==> config.mk <==
export PLATFORM = sky130hd
export DESIGN_NAME = sorted_priority_queue
export DESIGN_NICKNAME = d
export VERILOG_FILES = /design/src/sv/spq_pkg.sv /design/src/sv/spq_ctrl.sv /design/src/sv/spq_datapath.sv /design/src/sv/sorted_priority_queue.sv
export SDC_FILE = /design/constraint.sdc
export NUM_CORES = 2
export LEC_CHECK = 0
export BUFFER_PORTS_ARGS = -buffer_cell sky130_fd_sc_hd__buf_2
export CAP_MARGIN = 20
export CORE_ASPECT_RATIO = 1.5
export CORE_MARGIN = 1.5
export CORE_UTILIZATION = 30
export CTS_BUF_LIST = sky130_fd_sc_hd__clkbuf_4 sky130_fd_sc_hd__clkbuf_8
export DETAILED_ROUTE_END_ITERATION = 16
export SLEW_MARGIN = 20
export SYNTH_ARGS = -nofsm -noshare
export SYNTH_HDL_FRONTEND = slang
export SYNTH_SLANG_ARGS = --single-unit
==> constraint.sdc <==
create_clock -name aclk -period 23.9 [get_ports aclk]
set_input_delay 2.39 -clock aclk [delete_from_list [all_inputs] [get_ports aclk]]
set_output_delay 2.39 -clock aclk [all_outputs]
set_load 0.05 [all_outputs]
==> src/sv/spq_pkg.sv <==
// Shared types and constants for the sorted priority queue.
// Depends on nothing; every other file of the block imports it.
package spq_pkg;

    localparam int DEPTH_DEFAULT = 8;
    localparam int DATA_W        = 32;
    localparam int OCC_W         = 4;

    typedef enum logic [1:0] {
        OP_ENQ  = 2'd0,
        OP_DEQ  = 2'd1,
        OP_PEEK = 2'd2,
        OP_NOP  = 2'd3
    } op_t;

    typedef enum logic [1:0] {
        ST_OK        = 2'd0,
        ST_OVERFLOW  = 2'd1,
        ST_UNDERFLOW = 2'd2,
        ST_RSVD      = 2'd3
    } status_t;

    localparam logic signed [DATA_W-1:0] HEAD_EMPTY = -32'sd1;

    // Commands from the controller to the datapath.
    typedef struct packed {
        logic load;   // capture the incoming request
        logic exec;   // apply the request and fill the output register
    } ctl_cmd_t;

endpackage

==> src/sv/spq_ctrl.sv <==
// Controller of the sorted priority queue: request handshake and output valid.
// Depends on spq_pkg.
module spq_ctrl import spq_pkg::*; (
    input  logic     aclk,
    input  logic     aresetn,
    input  logic     s_tvalid,
    output logic     s_tready,
    output logic     m_tvalid,
    input  logic     m_tready,
    output ctl_cmd_t cmd
);

    typedef enum logic [1:0] {
        S_IDLE = 2'b01,
        S_EXEC = 2'b10
    } state_t;

    state_t state_reg, state_next;
    logic   out_valid_reg, out_valid_next;
    logic   slot_free;

    assign s_tready  = (state_reg == S_IDLE);
    assign m_tvalid  = out_valid_reg;
    assign slot_free = !out_valid_reg || m_tready;
    assign cmd.load  = s_tvalid && (state_reg == S_IDLE);
    assign cmd.exec  = (state_reg == S_EXEC) && slot_free;

    always_comb begin
        state_next = state_reg;
        unique case (state_reg)
            S_IDLE: begin
                if (s_tvalid) state_next = S_EXEC;
            end
            S_EXEC: begin
                if (slot_free) state_next = S_IDLE;
            end
            default: state_next = S_IDLE;
        endcase
    end

    always_comb begin
        out_valid_next = out_valid_reg;
        if (cmd.exec) begin
            out_valid_next = 1'b1;
        end else if (m_tready) begin
            out_valid_next = 1'b0;
        end
    end

    always_ff @(posedge aclk) begin
        if (!aresetn) begin
            state_reg     <= S_IDLE;
            out_valid_reg <= 1'b0;
        end else begin
            state_reg     <= state_next;
            out_valid_reg <= out_valid_next;
        end
    end

endmodule

==> src/sv/spq_datapath.sv <==
// Datapath of the sorted priority queue: request register, the sorted row of
// entry cells with their parallel compare, the entry count and the result register.
// Depends on spq_pkg.
module spq_datapath import spq_pkg::*; #(
    parameter int DEPTH = DEPTH_DEFAULT
) (
    input  logic                     aclk,
    input  logic                     aresetn,
    input  ctl_cmd_t                 cmd,
    input  op_t                      in_op,
    input  logic signed [DATA_W-1:0] in_value,
    input  logic signed [DATA_W-1:0] in_priority,
    output logic signed [DATA_W-1:0] out_head,
    output status_t                  out_status,
    output logic [OCC_W-1:0]         out_occupancy
);

    localparam int CW = $clog2(DEPTH + 1);

    // Request register.
    op_t                      op_reg;
    logic signed [DATA_W-1:0] value_reg;
    logic signed [DATA_W-1:0] prio_reg;

    // Entry cells, slot 0 is the head.
    logic signed [DATA_W-1:0] ent_val_reg [DEPTH];
    logic signed [DATA_W-1:0] ent_pri_reg [DEPTH];
    logic [CW-1:0]            count_reg, count_next;

    logic [DEPTH-1:0] gt;
    logic             is_full, is_empty, do_enq, do_deq;

    // Result register.
    logic signed [DATA_W-1:0] head_reg, head_next;
    status_t                  status_reg, status_next;
    logic [OCC_W-1:0]         occ_reg;
    logic [CW+OCC_W-1:0]      count_ext;

    assign is_full  = (count_reg == CW'(DEPTH));
    assign is_empty = (count_reg == '0);
    assign do_enq   = cmd.exec && (op_reg == OP_ENQ) && !is_full;
    assign do_deq   = cmd.exec && (op_reg == OP_DEQ) && !is_empty;

    always_ff @(posedge aclk) begin
        if (cmd.load) begin
            op_reg    <= in_op;
            value_reg <= in_value;
            prio_reg  <= in_priority;
        end
    end

    // A stored entry moves down when its priority is strictly greater than
    // the new one; the mask is contiguous at the tail because the row is sorted.
    always_comb begin
        for (int i = 0; i < DEPTH; i++) begin
            gt[i] = (CW'(i) < count_reg) && (ent_pri_reg[i] > prio_reg);
        end
    end

    for (genvar i = 0; i < DEPTH; i++) begin : g_cell
        logic from_prev, take_new, from_next;
        if (i == 0) begin : g_first
            assign from_prev = 1'b0;
        end else begin : g_rest
            assign from_prev = gt[i-1];
        end
        assign take_new = !from_prev && (gt[i] || (CW'(i) == count_reg));
        if (i == DEPTH - 1) begin : g_last
            assign from_next = 1'b0;
        end else begin : g_mid
            assign from_next = 1'b1;
        end

        always_ff @(posedge aclk) begin
            if (do_enq) begin
                if (from_prev) begin
                    ent_val_reg[i] <= ent_val_reg[(i == 0) ? 0 : i-1];
                    ent_pri_reg[i] <= ent_pri_reg[(i == 0) ? 0 : i-1];
                end else if (take_new) begin
                    ent_val_reg[i] <= value_reg;
                    ent_pri_reg[i] <= prio_reg;
                end
            end else if (do_deq && from_next) begin
                ent_val_reg[i] <= ent_val_reg[(i == DEPTH - 1) ? i : i+1];
                ent_pri_reg[i] <= ent_pri_reg[(i == DEPTH - 1) ? i : i+1];
            end
        end
    end

    always_comb begin
        count_next  = count_reg;
        head_next   = '0;
        status_next = ST_OK;
        case (op_reg)
            OP_ENQ: begin
                if (is_full) begin
                    status_next = ST_OVERFLOW;
                end else begin
                    count_next = count_reg + CW'(1);
                end
            end
            OP_DEQ, OP_PEEK: begin
                if (is_empty) begin
                    head_next   = HEAD_EMPTY;
                    status_next = ST_UNDERFLOW;
                end else begin
                    head_next = ent_val_reg[0];
                    if (op_reg == OP_DEQ) count_next = count_reg - CW'(1);
                end
            end
            default: begin
                count_next = count_reg;
            end
        endcase
    end

    // Occupancy is the count reduced to four bits.
    assign count_ext = {{OCC_W{1'b0}}, count_next};

    always_ff @(posedge aclk) begin
        if (!aresetn) begin
            count_reg <= '0;
        end else if (cmd.exec) begin
            count_reg <= count_next;
        end
    end

    always_ff @(posedge aclk) begin
        if (cmd.exec) begin
            head_reg   <= head_next;
            status_reg <= status_next;
            occ_reg    <= count_ext[OCC_W-1:0];
        end
    end

    assign out_head      = head_reg;
    assign out_status    = status_reg;
    assign out_occupancy = occ_reg;

endmodule

==> src/sv/sorted_priority_queue.sv <==
// Sorted priority queue: a request beat is captured in the request register, and the cell
// row is updated when the request is applied, which also loads the result register and
// raises m_tvalid; the request is applied once the result register is free or draining.
// A new request is taken only after the previous one has been applied. A result waiting
// for m_tready lets one more request in, which then waits until that result is taken.
// Reset (aresetn low at a clock edge) empties the queue and drops any pending result.
module sorted_priority_queue import spq_pkg::*; #(
    parameter int DEPTH = DEPTH_DEFAULT
) (
    input  logic        aclk,
    input  logic        aresetn,
    // Request channel.
    input  logic        s_tvalid,
    output logic        s_tready,
    input  logic [63:0] s_tdata,  // [31:0] item_value, [63:32] item_priority
    input  logic [1:0]  s_tuser,  // [1:0] op
    // Result channel.
    output logic        m_tvalid,
    input  logic        m_tready,
    output logic [39:0] m_tdata,  // [31:0] head_value, [35:32] occupancy, zero above
    output logic [1:0]  m_tuser   // [1:0] status
);

    ctl_cmd_t                 cmd;
    logic signed [DATA_W-1:0] head;
    status_t                  status;
    logic [OCC_W-1:0]         occupancy;

    // The controller owns both handshakes; it captures a request in the idle
    // state and applies it once the output register is free or being drained.
    spq_ctrl u_ctrl (
        .aclk     (aclk),
        .aresetn  (aresetn),
        .s_tvalid (s_tvalid),
        .s_tready (s_tready),
        .m_tvalid (m_tvalid),
        .m_tready (m_tready),
        .cmd      (cmd)
    );

    // The datapath compares the new priority with every cell at once and
    // shifts the tail of the row down on enqueue, or the whole row up on dequeue.
    spq_datapath #(
        .DEPTH (DEPTH)
    ) u_dp (
        .aclk          (aclk),
        .aresetn       (aresetn),
        .cmd           (cmd),
        .in_op         (op_t'(s_tuser)),
        .in_value      (s_tdata[31:0]),
        .in_priority   (s_tdata[63:32]),
        .out_head      (head),
        .out_status    (status),
        .out_occupancy (occupancy)
    );

    assign m_tdata = {4'b0000, occupancy, head};
    assign m_tuser = status;

endmodule

==> metrics.md <==
| Metric | Value |
|---|---|
| VDD IR max | 0.00003406 V |
| Via density | 5.828 |
| PortBufs | 109 |
| Share of layout cells above drive strength 1 | 10.37% |
| Seq/Total Area, Yosys | 51.71% |
| First-pass GRT wire length | 190,100 um |
| Post-synth top area cell | edfxtp_1 |
| Vias | 29.72k |
| # resized after CTS | 0 |
| Antenna violations before repair | 3 |
| Worst Path Max Fanout | 42 |
| DRC viols | 0 |
| Detail Route Antenna Nets | 0 |
| Critical Path AT | 6.80 ns |
| Synth async-reset ratio | 0% |
| CP max stage delay | 1.01 ns |
| CP Capture Type | register |
| CTS Buffer Depth | 3 |
| Design Power | 2277 uW |
| Total GRT Usage | 20.67% |
| Number of warnings issued by yosys | 0 |
| Top post-synthesis cells by area | edfxtp_1, ha_1, o21ai_0, nand2_1, a21oi_1 |
| Flops & latches, synth | 623 |
| Die area | 122,300 um2 |
| Setup TNS | 0 ns |
| CTS tree | done |
| Rel. slew slack | 9.625% |
| Multi-input logic area | 16,370 um2 |
| CTS sink cnt | 623 |
| Die H | 427.5 um |
| Count of final hold-check violations | 0 |
| Core Box Area | 119,100 um2 |
| Critical path cell sequence | inv_1 > ha_1 > nand4_1 > nor4_1 > nand4_1 > a31oi_1 > o211ai_1 > nand3_4 > o21ai_0 > nand2_4 > buf_4 |
| Setup Fix Bufs, Post-CTS | 0 |
| R2r setup slk | 17.50 ns |
| FF/Latch Area | 18,640 um2 |
| Critical Path Stages | 11 |
| Nets | 3,785 |
| Area fraction of the dominant cell type after synthesis | 51.32% |
| CP most frequent cell | nand4_1 |
| Post-synthesis area per instance | 10.41 um2 |
| RSZ-0062 raised after global routing | no |
| Post-synth EDFFs | 616 |
| Worst slew pin tran | 1.356 ns |
| Synth Cell Area | 36,040 um2 |
| # fillers | 12.14k |
| CP endpoint | u_dp.ent_pri_reg[0][84]$_DFFE_PP_ |
| Reg2Reg Capture Point | u_dp.ent_pri_reg[0][84]$_DFFE_PP_ |
| # setup viols final | 0 |
| CP Buf/Inv Count | 2 |
| CTS Hold Bufs | 0 |
| Most common cell in the netlist | edfxtp_1 |
| P_leak | 0.01369 uW |
| Final Util | 33.59% |
| Status | complete, no violations |
| Synth unique cells | 69 |
| CP startpoint kind | register |
| Maximum clock frequency | 156.2 MHz |
| CP max stage cell | nor4_1 |
| Worst EP required | 24.30 ns |
| Pwr dens | 56.93 nW/um2 |
| Num CTS Buffers | 96 |
| MaxCap Viol Count | 0 |
| Drt first-iter violations | 3,045 |
| R2R depth | 11 |
| Root Buffer | clkbuf_8 |
| Synth Instances | 3,462 |
| Largest net degree at the start of global routing | 239 |
| Initial Utilization | 30.27% |
| Total congestion overflow | 0 |
| Drt total wl | 129,200 um |
| Tmin final | 6.401 ns |
| TritonRoute pass-1 iters | 7 |
| Per-cell routed wire length | 25.34 um |
| H-tree depth | 3 |
| Worst skew pair latency | 0.81 ns |
| # IOs | 114 |
| Chip width | 286.0 um |
| Most instantiated cells after synthesis | edfxtp_1, nand2_1, o21ai_0 |
| Hold crit path type | reg -> reg |
| RePlAce Congestion | 0.9052 |
| P&R area growth vs syn | 10.97% |
| Final Cycle Share | 26.78% |
| Max Slew Vio Count | 0 |
| Number of global-route vias before repair | 28.98k |
| CP top delay family | simple AND/OR/NAND/NOR gates |
| CTS clock-pin slew for the worst setup and hold paths | 0.07 ns |
| Reg2reg start | u_dp.prio_reg[31]$_DFFE_PP_ |
| Main synth FF type | edfxtp_1 |
| Core Rows | 155 |
| Clock Skews | 0.04812 ns |
| DP HPWL | 78,690 um |
| Crit path kind | reg -> reg |
| CP startpoint | u_dp.prio_reg[31]$_DFFE_PP_ |
[cells in the final DEF (no fill, tap or decap), drive strengths merged, types with 4 or more instances in the layout]
cell | Yosys | routed
edfxtp | 616 | 616
nand2 | 462 | 462
o21ai | 364 | 364
nor2 | 312 | 312
a21oi | 305 | 305
ha | 263 | 263
buf | 35 | 158
o211ai | 141 | 141
clkbuf | 234 | 125
a221o | 84 | 84
o31a | 67 | 67
a32oi | 64 | 64
mux2 | 64 | 64
inv | 56 | 58
nand4 | 53 | 53
and2 | 47 | 47
o21a | 44 | 44
clkinv | 0 | 42
mux2i | 31 | 31
nand3 | 31 | 31
a21o | 25 | 25
o2111ai | 18 | 18
nor2b | 14 | 14
a211oi | 12 | 12
and3 | 12 | 12
nand2b | 9 | 9
nor4 | 9 | 9
nor3 | 8 | 8
or4 | 7 | 7
dfxtp | 7 | 7
or3 | 6 | 6
a31oi | 6 | 6
and4 | 5 | 5
a221oi | 5 | 5
a2111o | 4 | 4
conb | 1 | 4
[worst reg2reg max path, delay by kind of cell (launching register included)]
| kind | cells | cell delay [ns] |
|---|---|---|
| AND/OR/NAND/NOR | 5 | 2.76 |
| buffers and inverters | 2 | 1.10 |
| adder cells (fa/ha/maj) | 1 | 0.50 |
| AO/OA/AOI/OAI | 3 | 1.07 |
| flip-flops | 1 | 0.53 |
[cells by family after synthesis]
group           share of synthesized area (%)
buf+inv                                 3.600
fa+ha+maj                               9.130
compound gates                          20.95
simple gates                            11.73
other cells                           0.01040
flops                                   51.71
mux                                     2.861
[layout make-up]
| class | count | share of cell area [%] |
|---|---|---|
| Antenna cell | 1 | 0.006257 |
| Timing Repair Buffer | 158 | 2.346 |
| Clock inverter | 49 | 0.8290 |
| Inverter | 56 | 0.5256 |
| Clock buffer | 125 | 3.863 |
| Multi-Input combinational cell | 2517 | 40.92 |
| Tap cell | 1570 | 4.911 |
| Sequential cell | 623 | 46.60 |
[metrics by stage]
stage	cells	hold slack [ns]	setup WS, ns	cell area [um2]
final	5099	0.5265	17.50	40000
after global routing	5099	0.5622	17.67	40000
after CTS	5098	0.5261	17.71	39990
after detailed placement	4924	0.5180	17.29	38110
after global placement	4924	0.5217	17.41	38100
after floorplan	3465	0.4992	14.03	36050
[routing by layer]
metal | routed length [um] | share of wire, % | global-route usage [%]
met1 | 48720 | 38 | 24.13
met2 | 63380 | 49 | 35.50
met3 | 9171 | 7.1 | 3.497
met4 | 7885 | 6.1 | 12.28
met5 | 28 | 0.022 | 0
[worst min-delay path by stage]
| stage | endpoint | cells past startpoint | from |
|---|---|---|---|
| after floorplan | u_ctrl.m_tvalid$_SDFFE_PN0P_ | 2 | u_ctrl.state_reg[1]$_SDFFE_PN0P_ |
| after global placement | u_dp.ent_val_reg[0][29]$_DFFE_PP_ | 2 | u_dp.ent_val_reg[0][61]$_DFFE_PP_ |
| after detailed placement | u_ctrl.m_tvalid$_SDFFE_PN0P_ | 2 | u_ctrl.m_tvalid$_SDFFE_PN0P_ |
| after CTS | u_dp.ent_val_reg[1][21]$_DFFE_PP_ | 2 | u_dp.ent_val_reg[1][53]$_DFFE_PP_ |
| after global routing | u_dp.ent_val_reg[1][119]$_DFFE_PP_ | 1 | u_dp.ent_val_reg[1][87]$_DFFE_PP_ |
| final | u_dp.ent_val_reg[1][21]$_DFFE_PP_ | 2 | u_dp.ent_val_reg[1][53]$_DFFE_PP_ |
[power by group]
part / internal, uW / switching, uW / leakage (uW) / total, uW
clock: 457 / 477 / 0.000989 / 934
sequential: 1200 / 18.6 / 0.00564 / 1220
combinational: 39.8 / 83.6 / 0.00706 / 123
total: 1700 / 579 / 0.0137 / 2280
Note: power is estimated with default switching activity, not from simulation.
